### config.mk
export PLATFORM = sky130hd
export DESIGN_NAME = lfss_ram
export DESIGN_NICKNAME = d
export VERILOG_FILES = /design/src/design/lightfield_shift_sum_accumulator_macros.svh /design/src/design/lfss_ram.sv
export SDC_FILE = /design/constraint.sdc
export NUM_CORES = 2
export LEC_CHECK = 0
export BUFFER_PORTS_ARGS = -buffer_cell sky130_fd_sc_hd__buf_4
export CORE_MARGIN = 5
export CORE_UTILIZATION = 60
export CTS_CLUSTER_DIAMETER = 80
export DETAILED_ROUTE_END_ITERATION = 7
export PLACE_DENSITY = 0.82
export SYNTH_ARGS = -nofsm -noshare
export SYNTH_HDL_FRONTEND = slang
export SYNTH_SLANG_ARGS = --single-unit
### constraint.sdc
create_clock -name clk -period 6.5 [get_ports clk]
set_input_delay 0.325 -clock clk [delete_from_list [all_inputs] [get_ports clk]]
set_output_delay 0.325 -clock clk [all_outputs]
set_load 0.01 [all_outputs]
### src/design/lightfield_shift_sum_accumulator_macros.svh
// ---------------------------------------------------------------------------
// lightfield shift-sum accumulator assertion macros
// shared property forms for the accumulator's concurrent checks
// ---------------------------------------------------------------------------
`ifndef LIGHTFIELD_SHIFT_SUM_ACCUMULATOR_MACROS_SVH
`define LIGHTFIELD_SHIFT_SUM_ACCUMULATOR_MACROS_SVH

// same-cycle implication under reset
`define LFSS_ASSERT_NOW(label, clk, rst_n, ante, cons, msg) \
	label: assert property (@(posedge clk) disable iff (!(rst_n)) (ante) |-> (cons)) \
		else $error(msg);

// next-cycle implication under reset
`define LFSS_ASSERT_NEXT(label, clk, rst_n, ante, cons, msg) \
	label: assert property (@(posedge clk) disable iff (!(rst_n)) (ante) |=> (cons)) \
		else $error(msg);

`endif

### src/design/lfss_ram.sv
// ---------------------------------------------------------------------------
// lfss_ram
// generic single-write, single-read memory with registered read data
// ---------------------------------------------------------------------------
module lfss_ram #(
	parameter int WIDTH = 8,
	parameter int DEPTH = 256
) (
	input  logic                     clk,
	input  logic                     we,
	input  logic [$clog2(DEPTH)-1:0] waddr,
	input  logic [WIDTH-1:0]         wdata,
	input  logic [$clog2(DEPTH)-1:0] raddr,
	output logic [WIDTH-1:0]         rdata
);

	logic [WIDTH-1:0] mem_q [DEPTH];
	logic [WIDTH-1:0] rdata_q;

	// write port and registered read port
	always_ff @(posedge clk) begin
		if (we) begin
			mem_q[waddr] <= wdata;
		end
		rdata_q <= mem_q[raddr];
	end

	assign rdata = rdata_q;

endmodule

After elaboration in Yosys (flattened, before gate mapping)
Memory sizes are Yosys's and may differ from the RTL's. A register that Yosys moved wholly into a read port is not among the register bits.
Cells that the tools add are included.
Storage, ports and cells
  bits in registers: 0
  RAM bits: 2048
  bits of input ports: 26
  output and inout bits: 8
  word-level logic and storage cells: 3
  memories: 1
Memories
  mem_q: depth 256, width 8, read ports 1, clocked after memory_dff 1, write ports 1, line lfss_ram.sv:17  | logic [WIDTH-1:0] mem_q [DEPTH];
Cells by class
  mux-type cells: 2
Operator list (number)
  $mux W1: 2

Logic depth before layout (Yosys ltp)
  depth in word-level cells: 2
  mapped depth: 11
  gate-level depth less buffers: 6

Worst setup path after synthesis
OpenSTA, ideal clock, no wires.
  path kind: input -> register
  start: input port raddr[0]
  end: register rdata_q[2] (netlist: rdata[2]) (read register of mem_q)
  arrival time: 2.132 ns
  path slack: 4.237 ns
  stages: 9
  buffers on the path: 4
  cells stage by stage: buf_6 > buf_12 > buf_8 > buf_2 > mux4_2 > a22oi_1 > a21oi_1 > nor4_1 > nor4_2
RTL lines
  from (decl): line lfss_ram.sv:13  | input logic [$clog2(DEPTH)-1:0] raddr,
  to (decl): line lfss_ram.sv:18  | logic [WIDTH-1:0] rdata_q;

==> impl_metrics.yaml <==
run_status:
  outcome: "finished clean"
detailed_routing:
  antenna_left: 0
  avgViaCountPerCell: 7.17
  drc: 0
  route.detailed.wl_per_inst_um: 35.4
  dr_vias: 41000
  postRouteWirelength_mm: 202
  drtIter0Drc: 6930
  drtPass1Iterations: 7
clock_tree:
  cts.root.buffer_cell: "clkbuf_16"
  worst_skew_pair.late_latency_ns: 0.85
  cts_buffers: 191
  tritoncts: "done"
  path_clk_slew_ns: 0.06
  cts_buffer_depth: 3
  cts-htree-levels: 4
  cts.sink_count: 2056
pwr:
  design_power_total_mw: 27.1
  power.density_cell_area_nw_per_um2: 309
  worst_ir_drop_vdd_mv: 0.331
  power_leakage_nw: 26.8
final_layout:
  ff_latch_area_um2: 61700
  layout-drive-gt1-share: 0.210
  final_design_area_no_fill_um2: 87500
  layout_commonest_cell: "edfxtp_1"
  fill_cells: 7687
  multi_input_gate_area_um2: 16500
  syn_to_final_growth_pct: 10.0
  nNetsFinal: 3820
  most-common-layout-cells: "edfxtp_1 (2048), mux4_2 (454), nor2_1 (279)"
worst_hold_path:
  timing.hold.worst_path_depth: 1
  hold_class: "in2reg"
synth:
  async_flop_share: 0
  yosys_warnings: 0
  synth.yosys.seq_area_share: 0.775
  synth.ff_latch_count: 2056
  syn-cell-area_um2: 79600
  yosys.cell_types.count: 55
  synth_flop_cell: "edfxtp_1"
  syn-instance-count: 3733
  avgSynthCellArea_um2: 21.3
  synth_enable_flop_cells: 2048
  mappedNetlistNets: 3759
worst_setup_path:
  worstSetupPathType: "in2reg"
  depth_of_the_worst_register_to_register_path: 5
  worst_ep_arrival_time_ns: 4.47
  critPathCaptureType: "flip-flop"
  worstPathMaxFanout: 57
  cp_data_required_time_ns: 7.15
  cp-start-kind: "input port"
  reg2reg_setup_slack_ns: 3.45
timing:
  relSlewSlack: 0.0349
  timing_hold_violations_final: 0
  timing.fmax_ghz: 0.262
  rsz0062_at_grt: "no"
  timing.final.max_slew_violations: 0
  tightest_slew_ns: 1.43
  finalSetupViolCount: 0
  final_cycle_utilization_of_the_critical_path: 0.587
  period_minus_slack_ns: 3.82
  fin_skew_ns: 0.0526
  final.setup.tns_ns: 0
  final.hold.worst_slack_ns: 0.0925
global_routing:
  gr-usage-all-layers: 0.289
  grt_max_degree: 201
  grt_pass1_vias: 41100
  grt_overflow_total: 0
  wire_length_of_the_first_global_routing_pass_mm: 293
  antenna_found_initial: 10
floorplanning:
  chipWidth_um: 374
  fp.dieArea_um2: 140000
  io_pins: 34
  fp.dieH_um: 374
  floorplan.initialDensity: 0.604
  core_region_area_um2: 132000
  floorplan_row_count: 133
placed_design:
  place.port_buffers: 33
  placedInstanceArea_um2: 81300
  weighted_congestion_at_the_end_of_routability_driven_global_placement: 0.878
  dp_hpwl_mm: 112
run:
  max-cap-violations: 0
worst paths after layout:
kind / from / end
max: raddr[0] / rdata[0]$_DFF_P_
min reg2reg: mem_q[41][3]$_DFFE_PP_ / rdata[3]$_DFF_P_
max reg2reg: mem_q[87][0]$_DFFE_PP_ / rdata[0]$_DFF_P_
min: wdata[1] / mem_q[241][1]$_DFFE_PP_
cell type report:
class | instances | share of cell area
timing repair buffer | 101 | 0.0108
sequential | 2056 | 0.704
tap | 1755 | 0.0251
clock inverter | 103 | 0.0124
inverter | 2 | 0.0000858
multi-input combinational | 1442 | 0.189
clock buffer | 250 | 0.0582
antenna | 8 | 0.000229
metal layers:
layer	part of all wire	global-route usage
met1	0.34	0.393
met2	0.48	0.449
met3	0.13	0.0780
met4	0.054	0.130
met5	0.00030	0
sequential cells by signal, summed over array words and instances (netlist names):
register,count
mem_q,2048
rdata,8
cells in the mapped netlist, types with 2 or more instances:
| master | n | area (µm²) |
|---|---|---|
| edfxtp_1 | 2048 | 61500 |
| mux4_2 | 454 | 10200 |
| nor2_1 | 282 | 1060 |
| mux2i_1 | 134 | 1340 |
| a22oi_1 | 133 | 998 |
| clkbuf_1 | 111 | 417 |
| a21oi_1 | 96 | 480 |
| o221ai_1 | 46 | 403 |
| nand3_1 | 34 | 170 |
| nand2_1 | 33 | 124 |
| buf_2 | 31 | 155 |
| nor2b_1 | 31 | 194 |
| o22ai_1 | 28 | 175 |
| buf_4 | 27 | 203 |
| nor4_1 | 24 | 150 |
| buf_1 | 22 | 82.6 |
| nor3_1 | 22 | 110 |
| buf_6 | 21 | 236 |
| a211oi_1 | 16 | 120 |
| a221oi_1 | 13 | 114 |
| buf_8 | 13 | 195 |
| nand4_1 | 10 | 62.6 |
| o211ai_1 | 10 | 75.1 |
| o21ai_0 | 10 | 50.1 |
| a22o_1 | 8 | 70.1 |
| buf_12 | 8 | 160 |
| dfxtp_1 | 8 | 160 |
| nand2b_1 | 8 | 50.1 |
| and2_1 | 6 | 37.5 |
| o22a_1 | 5 | 43.8 |
| o32ai_1 | 4 | 35.0 |
| or2_2 | 4 | 25.0 |
| nor4_2 | 3 | 37.5 |
| a2111oi_0 | 2 | 17.5 |
| a2111oi_1 | 2 | 20.0 |
| a311oi_1 | 2 | 17.5 |
| a31oi_1 | 2 | 12.5 |
| and3b_1 | 2 | 17.5 |
| mux4_1 | 2 | 52.6 |
| nand3b_1 | 2 | 15.0 |
| o21ai_1 | 2 | 10.0 |
power by group:
part	switching (mW)	internal (mW)
Sequential	0.0340	14.6
Combinational	0.875	0.426
Clock	4.93	6.20
Total	5.84	21.2
critical path, cell delays in order:
cell	delay, ns
buf_8	0.59
buf_12	0.40
buf_12	0.37
mux4_2	0.59
mux4_2	0.51
nor2b_1	0.16
nor4_1	1.19
nor4_2	0.16
timing repair:
action,CTS,global route
hold buffers,1,0
buffers inserted,0,0
resized for setup,0,0
endpoints found under the hold margin,24,0
stage by stage:
step	instances	worst slack, ns	utilization
2_1_floorplan	3733	4.24	-
3_3_place_gp	5354	1.94	0.618
3_5_place_dp	5354	1.95	0.618
4_1_cts	5708	2.81	0.665
5_1_grt	5709	2.65	0.665
6_report	5717	2.68	0.665
cell families (layout without fill, tap and decap cells):
logic type,count (synthesis),in the layout,share of synthesized area
mux,591,591,0.146
simple gates,466,466,0.0263
flops,2056,2056,0.775
buf+inv,235,456,0.0183
other cells,0,8,0
compound gates,385,385,0.0342
No activity file was read; power rests on OpenSTA's default activity.
