### config.mk
export PLATFORM = sky130hd
export DESIGN_NAME = lfss_lane
export DESIGN_NICKNAME = d
export VERILOG_FILES = /design/src/design/lightfield_shift_sum_accumulator_macros.svh /design/src/design/lfss_pkg.sv /design/src/design/lfss_lane.sv
export SDC_FILE = /design/constraint.sdc
export NUM_CORES = 1
export LEC_CHECK = 0
export BUFFER_PORTS_ARGS = -buffer_cell sky130_fd_sc_hd__buf_2
export CORE_ASPECT_RATIO = 1.25
export CORE_MARGIN = 2
export CORE_UTILIZATION = 40
export DETAILED_ROUTE_END_ITERATION = 16
export PLACE_DENSITY = 0.58
export SYNTH_ARGS = -nofsm -noshare
export SYNTH_HDL_FRONTEND = slang
export SYNTH_SLANG_ARGS = --single-unit
### constraint.sdc
create_clock -name clk -period 12.19 [get_ports clk]
set_input_delay 0 -clock clk [delete_from_list [all_inputs] [get_ports clk]]
set_output_delay 0 -clock clk [all_outputs]
set_load 0.02 [all_outputs]
### src/design/lightfield_shift_sum_accumulator_macros.svh
// ---------------------------------------------------------------------------
// lightfield shift-sum accumulator assertion macros
// shared property forms for the accumulator's concurrent checks
// ---------------------------------------------------------------------------
`ifndef LIGHTFIELD_SHIFT_SUM_ACCUMULATOR_MACROS_SVH
`define LIGHTFIELD_SHIFT_SUM_ACCUMULATOR_MACROS_SVH

// same-cycle implication under reset
`define LFSS_ASSERT_NOW(label, clk, rst_n, ante, cons, msg) \
	label: assert property (@(posedge clk) disable iff (!(rst_n)) (ante) |-> (cons)) \
		else $error(msg);

// next-cycle implication under reset
`define LFSS_ASSERT_NEXT(label, clk, rst_n, ante, cons, msg) \
	label: assert property (@(posedge clk) disable iff (!(rst_n)) (ante) |=> (cons)) \
		else $error(msg);

`endif

### src/design/lfss_pkg.sv
// ---------------------------------------------------------------------------
// lfss_pkg
// shared types, sizes and codes of the shift-sum accumulator
// ---------------------------------------------------------------------------
package lfss_pkg;

	// tile geometry
	localparam int TILE_ROWS     = 8;
	localparam int TILE_COLS     = 256;
	localparam int MAX_APERTURES = 255;

	// field sizes
	localparam int SLOT_W     = 11;
	localparam int SLOT_DEPTH = 1 << SLOT_W;
	localparam int CHAN_W     = 8;
	localparam int NUM_CH     = 3;
	localparam int NUM_TAPS   = 4;
	localparam int RGB_W      = CHAN_W * NUM_CH;
	localparam int Q_BITS     = 16;
	localparam int WEIGHT_W   = 16;
	localparam int PROD_W     = CHAN_W + WEIGHT_W;
	localparam int TERM_W     = PROD_W - Q_BITS;
	localparam int TSUM_W     = TERM_W + $clog2(NUM_TAPS);
	localparam int SUM_W      = 16;
	localparam int COUNT_W    = 8;
	localparam int DIV_CNT_W  = $clog2(SUM_W);
	localparam int CFG_IDX_W  = 2;

	// slots at or above this limit are outside the tile
	localparam int SLOT_LIMIT_I = (TILE_ROWS * TILE_COLS < SLOT_DEPTH) ?
		TILE_ROWS * TILE_COLS : SLOT_DEPTH;
	localparam logic [SLOT_W:0] SLOT_LIMIT = (SLOT_W + 1)'(SLOT_LIMIT_I);

	localparam logic [CHAN_W-1:0]  CHAN_MAX  = {CHAN_W{1'b1}};
	localparam logic [COUNT_W-1:0] COUNT_MAX = {COUNT_W{1'b1}};

	typedef logic [SLOT_W-1:0]   slot_t;
	typedef logic [CHAN_W-1:0]   chan_t;
	typedef logic [SUM_W-1:0]    sum_t;
	typedef logic [COUNT_W-1:0]  count_t;
	typedef logic [WEIGHT_W-1:0] weight_t;
	typedef logic [NUM_TAPS-1:0][CHAN_W-1:0]   samples_t;
	typedef logic [NUM_TAPS-1:0][WEIGHT_W-1:0] weights_t;

	// one accumulator entry
	typedef struct packed {
		count_t                         count;
		logic [NUM_CH-1:0][SUM_W-1:0]   sums;
	} slot_word_t;

	localparam int WORD_W = $bits(slot_word_t);

	// request codes
	typedef enum logic {
		CMD_ACCUM = 1'b0,
		CMD_READ  = 1'b1
	} cmd_t;

	// weight register indexes
	typedef enum logic [CFG_IDX_W-1:0] {
		REG_WEIGHT_TL = 2'd0,
		REG_WEIGHT_TR = 2'd1,
		REG_WEIGHT_BL = 2'd2,
		REG_WEIGHT_BR = 2'd3
	} cfg_idx_t;

	// controller states
	typedef enum logic [2:0] {
		ST_CLEAR,
		ST_IDLE,
		ST_MEM,
		ST_DIV,
		ST_FIN
	} state_t;

	// per-lane control from the sequencer
	typedef struct packed {
		logic mul_en;
		logic div_load;
		logic div_step;
	} lane_ctrl_t;

endpackage

### src/design/lfss_lane.sv
// ---------------------------------------------------------------------------
// lfss_lane
// one color channel: weighted tap terms, sum update and serial divider
// ---------------------------------------------------------------------------
module lfss_lane (
	input  logic                clk,
	input  lfss_pkg::lane_ctrl_t ctrl,
	input  lfss_pkg::samples_t  samples,
	input  lfss_pkg::weights_t  weights,
	input  lfss_pkg::sum_t      old_sum,
	input  lfss_pkg::count_t    divisor,
	output lfss_pkg::sum_t      new_sum,
	output lfss_pkg::chan_t     avg
);
	import lfss_pkg::*;

	logic [NUM_TAPS-1:0][TERM_W-1:0] term_s1;
	logic [NUM_TAPS-1:0][PROD_W-1:0] prod;
	logic [TSUM_W-1:0]               tsum;
	logic [COUNT_W-1:0]              rem_q;
	sum_t                            quo_q;
	logic [COUNT_W:0]                shifted;
	logic [COUNT_W:0]                diff;
	logic                            fits;

	// tap products, truncated to the integer part
	always_comb begin
		for (int i = 0; i < NUM_TAPS; i++) begin
			prod[i] = PROD_W'(samples[i]) * PROD_W'(weights[i]);
		end
	end

	always_ff @(posedge clk) begin
		if (ctrl.mul_en) begin
			for (int i = 0; i < NUM_TAPS; i++) begin
				term_s1[i] <= prod[i][PROD_W-1:Q_BITS];
			end
		end
	end

	// wrapping sum update
	always_comb begin
		tsum = '0;
		for (int i = 0; i < NUM_TAPS; i++) begin
			tsum = tsum + TSUM_W'(term_s1[i]);
		end
		new_sum = old_sum + SUM_W'(tsum);
	end

	// restoring divider, one quotient bit per step
	assign shifted = {rem_q, quo_q[SUM_W-1]};
	assign diff    = shifted - {1'b0, divisor};
	assign fits    = (shifted >= {1'b0, divisor});

	always_ff @(posedge clk) begin
		if (ctrl.div_load) begin
			quo_q <= old_sum;
			rem_q <= '0;
		end else if (ctrl.div_step) begin
			quo_q <= {quo_q[SUM_W-2:0], fits};
			rem_q <= fits ? diff[COUNT_W-1:0] : shifted[COUNT_W-1:0];
		end
	end

	// clamp the quotient to the channel range
	assign avg = (|quo_q[SUM_W-1:CHAN_W]) ? CHAN_MAX : quo_q[CHAN_W-1:0];

endmodule
Yosys cells after proc, flatten, opt, wreduce, memory -nomap -nowiden
Index checks and enable logic that the tools add are counted.

Word-level logic and storage cells: 22. Bits of input ports: 124. Output and inout bits: 24. Bits in registers: 56.

Reduce and logical (&&, ||, !) cells: 2. Muxes and demuxes: 4. $mul: 4. Add/sub/neg operators: 5. Magnitude comparators: 1.

Operator list (count): $mul 8x16->24 (4); $mux 16 (2); $add 16x10->16 (1); $mux 8 (2); $add 10x8->10 (1); $add 9x8->10 (1); $add 8x8->9 (1); $ge 9x8->1 (1); $reduce_or 8->1 (1); $sub 8x8->8 (1); $reduce_bool 2->1 (1).

Depth between registers and ports, before layout
Gate-level depths: netlist of run 1.

Word-level depth: 4. Mapped depth: 19. Mapped depth without buffers: 18.

Least setup slack after synthesis of run 1
No wires, ideal clock.

Path kind: input -> register. From: input samples[10] (netlist bit). To: register term_s1[15] (netlist bit) (data pin). Data required time: 11930 ps. Slack: 7737 ps. Data arrival time: 4194 ps. Path buffers: 1. Cell stages on the path: 18. Setup time: 260 ps. Path through: clkbuf_1 nand2_1 fa_1 fa_1 inv_1 fa_1 inv_1 fa_1 inv_1 ha_1 a2111oi_0 o21ai_0 o211a_1 nor4_1 nor4_1 or3b_2 a31oi_1 xnor2_1.

RTL lines: from (decl) (line lfss_lane.sv:8) `input lfss_pkg::samples_t samples,`; to (signal, indexed assignment) (line lfss_lane.sv:36) `term_s1[i] <= prod[i][PROD_W-1:Q_BITS];`; to (decl) (line lfss_lane.sv:17) `logic [NUM_TAPS-1:0][TERM_W-1:0] term_s1;`.

==> run metrics, run 1 <==
worst-case register-to-register setup slack about 9.3 ns; Routed WL per cell ~16 µm; transition time of the tightest slew-check pin around 0.9 ns; library cell contributing the largest single delay on the critical path sky130_fd_sc_hd__o41ai_1; clock-pin slew on the worst setup and hold paths about 0.08 ns; remaining max-slew budget at the tightest pin 41.7%; non-filler instance count after layout approximately 2600; count of antenna-violating nets left after detailed routing 0; dominant cells by area after synthesis sky130_fd_sc_hd__fa_1 (40%), sky130_fd_sc_hd__and2_1 (15%), sky130_fd_sc_hd__ha_1 (13%), sky130_fd_sc_hd__inv_1 (8.3%), sky130_fd_sc_hd__edfxtp_1 (8.0%); final-report hold violation count 0; maximum clock path buffer count 2; total power per unit cell area 208 mW/mm²; total wire length around 41000 µm; number of DRC markers in iteration 0 between 300 and 400; critical path arrival between 4 and 5 ns; RSZ-0062 raised after global routing no; number of rows created at floorplan 86; type of the setup path with the least slack in2reg; wire length of the first global-routing pass a little under 70000 µm; post-synthesis instance area ~0.018 mm²; count of filler cells inserted in the layout approximately 4400; Seq cells post-synth between 50 and 60; Synth-to-Final Area Change 8.13%; GPL Wtd Cong roughly 0.8; root cell of the clock tree sky130_fd_sc_hd__clkbuf_16; fraction of final layout cells with drive strength greater than 1 9.42%; commonest non-fill, non-tap cell in the layout sky130_fd_sc_hd__and2_1; Hold-fix buffers, CTS 0; number of antenna violations at the first check in global routing 1; largest net degree at the start of global routing 33; Yosys Warn Count 0; total via count in the routed design 12700; sequential fraction of the synthesis area under 10%; Post-Route Utilization a little over two fifths; TritonCTS clock tree yes; total CTS buffers 5; setup TNS after final layout 0 ns; y dimension of the die approximately 240 µm; highest achievable clock rate around 220 MHz; clock sink total between 50 and 60; number of buffers inserted by port buffering about 150; total global routing track utilization 18.3%; Static Leak 9.86 nW; combined buffer and inverter count along the critical path 4; dominant cell type by count on the critical path sky130_fd_sc_hd__fa_1; I/O Pins around 150; syn_nets approximately 2600; final worst path period share between 30% and 40%; drt via density 4.94; Setup-failing EPs final 0; top cell type's share of synthesized area between 30 and 40%; crit path time final about 4.6 ns; endpoint kind of the worst setup timing path flop; CTS H-tree lvls 2; Min Hold Slack between 0.02 and 0.03 ns; area of the core region approximately 0.044 mm²; Die Wd 194 µm; Maximum Capacitance Violations 0; CP Data Required Time 12.25 ns; Worst Skew around 0.0052 ns; number of distinct library cell variants in the gate-level netlist after synthesis 54; startpoint kind of the worst setup timing path input port; Starting Density approximately 41%; leading register cell type out of synthesis sky130_fd_sc_hd__edfxtp_1; Max Fanout on Critical Path 16; average size of a mapped cell roughly 9.5 µm²; Final Max Tran Viols 0; cell type group with the largest total delay on the critical path adder cells; top library cells by usage in the layout, fill and taps aside sky130_fd_sc_hd__and2_1 (421), sky130_fd_sc_hd__inv_1 (399), sky130_fd_sc_hd__fa_1 (356); placed wire-length estimate approximately 34000 µm; status finished clean; number of nets in the finished design ~2700; proportion of register bits with asynchronous set or reset after synthesis 0%; Min-Delay Path Class in2reg; cell chain of the critical path buf_2 -> nand2_1 -> fa_1 -> fa_1 -> inv_1 -> fa_1 -> inv_1 -> fa_1 -> inv_1 -> ha_1 -> a21oi_1 -> o21ai_0 -> a211oi_1 -> nor3_1 -> o41ai_1 -> o21bai_1 -> a31oi_1 -> xnor2_1; Worst path max stage delay about 0.60 ns; area enclosed by the die boundary around 0.047 mm²; remaining global-route overflow 0; number of flops mapped to enable cells by yosys between 40 and 50; Syn Inst Count between 1500 and 2000; insertion delay of the later-clocked pin in the worst-skew pair 0.30 ns; PostCTS Resize Cnt 0; count of TritonRoute iterations in the first routing pass 4; instance count after placement with tap cells included around 2600; number of buffers added for setup after CTS 0; vias in the first global route 14000; post-layout power ~4 mW; final routed DRC violation total 0; largest area contributor in the netlist sky130_fd_sc_hd__fa_1; Peak VDD IR ~0.00036 V
## metrics by stage
step / instance area, µm² / setup WS [ns]
floorplan: 18000 / 7.74
global placement: 19300 / 7.36
detailed placement: 19300 / 7.21
CTS: 19400 / 7.54
global route: 19400 / 7.18
finish: 19400 / 7.59
## registers in the layout (all words and copies together) (netlist names)
register	flops
term_s1	32
quo_q	16
rem_q	8
## cell usage after synthesis, types with 2 or more instances
library cell                number
sky130_fd_sc_hd__o211ai_1        4
sky130_fd_sc_hd__a31oi_1         4
sky130_fd_sc_hd__inv_1         399
sky130_fd_sc_hd__xor2_1         20
sky130_fd_sc_hd__xnor2_1        24
sky130_fd_sc_hd__a311oi_1        3
sky130_fd_sc_hd__nor2_1         36
sky130_fd_sc_hd__edfxtp_1       48
sky130_fd_sc_hd__nor3_1         11
sky130_fd_sc_hd__ha_1          187
sky130_fd_sc_hd__nor4_1          5
sky130_fd_sc_hd__o311ai_0        3
sky130_fd_sc_hd__a211o_1         2
sky130_fd_sc_hd__clkbuf_1       38
sky130_fd_sc_hd__nand3b_1        2
sky130_fd_sc_hd__o21a_1          7
sky130_fd_sc_hd__and2_1        421
sky130_fd_sc_hd__a211oi_1       13
sky130_fd_sc_hd__o2111ai_1       3
sky130_fd_sc_hd__mux2i_1         7
sky130_fd_sc_hd__a21oi_1        35
sky130_fd_sc_hd__fa_1          356
sky130_fd_sc_hd__nand2_1       104
sky130_fd_sc_hd__o21bai_1        4
sky130_fd_sc_hd__a2111oi_0       2
sky130_fd_sc_hd__o21ai_0        31
sky130_fd_sc_hd__o31ai_1         5
sky130_fd_sc_hd__a21boi_0        2
sky130_fd_sc_hd__nor2b_1         5
sky130_fd_sc_hd__dfxtp_1         8
sky130_fd_sc_hd__a21o_1         18
sky130_fd_sc_hd__nand3_1         9
sky130_fd_sc_hd__nand2b_1        7
sky130_fd_sc_hd__mux2_2         16
sky130_fd_sc_hd__or2_2          10
sky130_fd_sc_hd__and3_1          4
sky130_fd_sc_hd__nand4_1        14
sky130_fd_sc_hd__nand4b_1        6
## layout make-up
class                   instances  area, µm²  share of cell area [%]
diodes                          2       5.00                  0.0257
clock buffers                   5        125                   0.643
clock inverters                 3       22.5                   0.116
inverters                     399       1500                    7.70
multi-input cells            1396      14700                    75.8
flip-flops and latches         56       1600                    8.24
well taps                     572        716                    3.68
repair buffers                147        736                    3.78
## cells by family after synthesis
logic type      Yosys count  synth area share (%)
simple gates            639                  20.3
fa+ha+maj               543                  52.6
buf+inv                 437                  9.12
compound gates          147                  5.48
flops                    56                  8.90
xor+xnor                 44                  2.14
mux                      23                  1.39
## final timing paths
kind | from | to | cells after the start
worst min register to register | rem_q[5] | rem_q[5] | 2
worst min-delay path | old_sum[9] | quo_q[9] | 2
worst max register to register | quo_q[15] | rem_q[0] | 10
worst max-delay path | samples[18] | term_s1[21] | 18
## per-layer routing
layer  GRT usage, %  share of wire, %  vias to the layer above
met3           1.33               2.7                       33
met4           3.63               1.8                        0
met5              0                 0                        -
met2           34.1                52                      181
li1               -                 -                     6040
met1           23.5                43                     6486
## worst register-to-register path: stages, from the launching register on
cell and delay, ns:
sky130_fd_sc_hd__edfxtp_1 0.42, sky130_fd_sc_hd__inv_1 0.09, sky130_fd_sc_hd__ha_1 0.23, sky130_fd_sc_hd__nor2b_4 0.05
sky130_fd_sc_hd__o21ai_2 0.14, sky130_fd_sc_hd__a31oi_1 0.10, sky130_fd_sc_hd__o21ai_1 0.19, sky130_fd_sc_hd__a211oi_2 0.12
sky130_fd_sc_hd__a2111oi_4 0.82, sky130_fd_sc_hd__mux2_2 0.42, sky130_fd_sc_hd__a211oi_1 0.22
## power by group
group	internal [mW]	leakage (nW)	switching [mW]	total [mW]
Combinational	1.40	9.24	2.14	3.53
Sequential	0.321	0.542	0.0371	0.358
Clock	0.0772	0.0742	0.0736	0.151
Total	1.80	9.86	2.25	4.04
Note: power is estimated with default switching activity, not from simulation.
==> run 2, diff against run 1 <==
--- a/config.mk
+++ b/config.mk
@@ -10,7 +10,7 @@
 export CORE_MARGIN = 2
 export CORE_UTILIZATION = 40
 export DETAILED_ROUTE_END_ITERATION = 16
-export PLACE_DENSITY = 0.58
+export PLACE_DENSITY = 0.6
 export SYNTH_ARGS = -nofsm -noshare
 export SYNTH_HDL_FRONTEND = slang
 export SYNTH_SLANG_ARGS = --single-unit
==> constraint.sdc (replaced) <==
create_clock -name clk -period 3.9 [get_ports clk]
set_input_delay 0 -clock clk [delete_from_list [all_inputs] [get_ports clk]]
set_output_delay 0 -clock clk [all_outputs]
set_load 0.02 [all_outputs]
==> run 2 against run 1 <==
The run now ends with setup timing left. Via count is 6.2% higher. Hold slack worse by 0.0086 ns. Register-to-register slack worse by 8.1 ns. Critical path type is now reg2out.
==> run metrics, run 2 (synthesis results as in run 1) <==
count of antenna-violating nets left after detailed routing 0 (unchanged); area of the core region 0.0442 mm² (unchanged); total wire length 43400 µm (was 40700 µm); Routed WL per cell 15.5 µm (was 15.8 µm); startpoint kind of the worst setup timing path flop (was input port); sequential cell area 0.00160 mm² (unchanged); final routed DRC violation total 0 (unchanged); vias in the first global route 15100 (was 14000); Starting Density 40.7% (unchanged); final worst path period share 104%; y dimension of the die 241 µm (unchanged); area post-placement 0.0210 mm² (was 0.0193 mm²); violated checks setup timing; number of buffers inserted by port buffering 147 (unchanged); Switch Pwr 8.46 mW (was 2.25 mW); total CTS buffers 5 (unchanged); count of filler cells inserted in the layout 4061 (was 4383); Post-Route Utilization 50.8% (was 44.0%); Final Max Tran Viols 0 (unchanged); TritonCTS clock tree yes (unchanged); largest registers ranked by flip-flop count term_s1 (32), quo_q (16), rem_q (8) (unchanged); wire length of the first global-routing pass 73200 µm (was 69500 µm); endpoint kind of the worst setup timing path output pin (was flop); commonest non-fill, non-tap cell in the layout sky130_fd_sc_hd__inv_1 (was sky130_fd_sc_hd__and2_1); top library cells by usage in the layout, fill and taps aside sky130_fd_sc_hd__inv_1 (386), sky130_fd_sc_hd__and2_1 (363), sky130_fd_sc_hd__fa_1 (331) (was sky130_fd_sc_hd__and2_1 (421), sky130_fd_sc_hd__inv_1 (399), sky130_fd_sc_hd__fa_1 (356)); CP Data Required Time 3.90 ns (was 12.25 ns); Min-Delay Path Class in2reg (unchanged); insertion delay of the later-clocked pin in the worst-skew pair 0.31 ns (was 0.30 ns); total power per unit cell area 741 mW/mm² (was 208 mW/mm²); transition time of the tightest slew-check pin 0.748 ns (was 0.875 ns); Peak VDD IR 0.00122 V (was 0.000361 V); remaining max-slew budget at the tightest pin 50.1% (was 41.7%); number of nets in the finished design 2889 (was 2672); final-report hold violation count 0 (unchanged); CTS H-tree lvls 2 (unchanged); Maximum Capacitance Violations 0 (unchanged); Die Wd 194 µm (unchanged); remaining global-route overflow 0 (unchanged); Worst Slack Setup Final -0.150 ns (was 7.59 ns); number of antenna violations at the first check in global routing 2 (was 1); drt via density 4.84 (was 4.94); flip-flop count of the largest register after layout 32 (unchanged); count of TritonRoute iterations in the first routing pass 6 (was 4); crit path time final a little over 4 ns; highest achievable clock rate approximately 250 MHz; number of rows created at floorplan 86 (unchanged); Most flops, register term_s1 (unchanged); maximum clock path buffer count 2 (unchanged); Hold-fix buffers, CTS 0 (unchanged); Sequential Power Share 6.8% (was 8.9%); Synth-to-Final Area Change 24.8% (was 8.13%); status complete, but fails checks (was finished clean); total via count in the routed design 13500 (was 12700); combinational share of power 90.4% (was 87.4%); largest net degree at the start of global routing 33 (unchanged); Max Fanout on Critical Path 3 (was 16); post-layout power 16.6 mW (was 4.04 mW); RSZ-0062 raised after global routing yes (was no); final non-filler cell area 0.0225 mm² (was 0.0194 mm²); Static Leak 11.3 nW (was 9.86 nW); fraction of final layout cells with drive strength greater than 1 27.8% (was 9.42%); total global routing track utilization 19.2% (was 18.3%); setup TNS after final layout -1.30 ns (was 0 ns); clock sink total 56 (unchanged); internal power 8.17 mW (was 1.80 mW); Switching Share 50.9% (was 55.6%); I/O Pins 148 (unchanged); type of the setup path with the least slack reg2out (was in2reg); Worst Skew 0.00308 ns (was 0.00522 ns); Clock Power Share 2.9% (was 3.7%); critical path arrival 4.05 ns (was 4.66 ns); combined area of the multi-input logic cells 0.0157 mm² (was 0.0147 mm²); Post-Place Worst Slack -0.621 ns (was 7.21 ns); root cell of the clock tree sky130_fd_sc_hd__clkbuf_16 (unchanged); placed wire-length estimate 37200 µm (was 34500 µm); Setup-failing EPs final 13 (was 0); clock-pin slew on the worst setup and hold paths 0.07 ns (was 0.08 ns); GPL Wtd Cong 0.845 (was 0.808); number of DRC markers in iteration 0 347 (was 364); area enclosed by the die boundary 0.0467 mm² (unchanged)
run 2: cell count changes in the layout (fill, tap and decap cells not counted), moves of 25 or more:
cell,delta
sky130_fd_sc_hd__buf_4,+213
sky130_fd_sc_hd__and2_1,-58
sky130_fd_sc_hd__and2_4,+58
sky130_fd_sc_hd__buf_2,-53
sky130_fd_sc_hd__buf_6,+45
sky130_fd_sc_hd__fa_1,-25
sky130_fd_sc_hd__fa_2,+25
run 2: worst max-delay path, cell delays in order, from the launching register on:
cell                       delay [ns]
sky130_fd_sc_hd__edfxtp_1        0.39
sky130_fd_sc_hd__fa_1            0.51
sky130_fd_sc_hd__fa_1            0.50
sky130_fd_sc_hd__inv_1           0.05
sky130_fd_sc_hd__fa_1            0.45
sky130_fd_sc_hd__inv_2           0.08
sky130_fd_sc_hd__ha_4            0.13
sky130_fd_sc_hd__inv_2           0.04
sky130_fd_sc_hd__fa_2            0.34
sky130_fd_sc_hd__nor2b_2         0.13
sky130_fd_sc_hd__o21ai_2         0.07
sky130_fd_sc_hd__a21boi_2        0.17
sky130_fd_sc_hd__o21ai_2         0.08
sky130_fd_sc_hd__a21oi_2         0.23
sky130_fd_sc_hd__nor2_4          0.08
sky130_fd_sc_hd__o21ai_2         0.13
sky130_fd_sc_hd__xor2_1          0.18
sky130_fd_sc_hd__buf_4           0.17
run 2: final timing paths:
| path | from | end | slack, ns | depth (start not counted) |
|---|---|---|---|---|
| setup / recovery | term_s1[1] | new_sum[13] | -0.15 | 17 |
| hold / removal | old_sum[9] | quo_q[9] | 0.02 | 2 |
| setup reg to reg | rem_q[0] | rem_q[0] | 1.22 | 9 |
| hold reg to reg | rem_q[5] | rem_q[5] | 0.51 | 2 |
run 2: power groups by stage:
stage	logic [mW]	registers [mW]	clock network (mW)
floorplan	8.09	1.09	0
global placement	12.5	1.14	0
detailed placement	12.8	1.15	0
CTS	14.3	1.13	0.493
global route	16.7	1.15	0.511
finish	15.0	1.13	0.477
run 2: final cells by class:
type | count | share of cell area [%]
multi-input combinational | 1396 | 70.0
timing repair buffer | 364 | 12.3
sequential | 56 | 7.13
inverter | 399 | 6.67
tap | 572 | 3.19
clock buffer | 5 | 0.557
clock inverter | 3 | 0.100
antenna | 2 | 0.0223
run 2: routing by layer:
| layer | track usage [%] | vias up | wire, µm |
|---|---|---|---|
| li1 | - | 6474 | - |
| met1 | 23.6 | 6819 | 18300 |
| met2 | 36.2 | 183 | 23000 |
| met3 | 1.58 | 54 | 1030 |
| met4 | 5.34 | 0 | 1110 |
| met5 | 0 | - | 0 |
run 2: metrics by stage:
stage / cells / hold slack, ns
finish: 2797 / 0.0183
CTS: 2790 / 0.00945
detailed placement: 2763 / 0.319
floorplan: 1889 / 0.112
global route: 2797 / 0.0156
global placement: 2763 / 0.324
run 2: what timing repair did:
action                     CTS  global route
gates cloned                 1             0
setup buffers               19            10
setup endpoints to repair   31            40
pin swaps                   99            62
resized for setup          193           115
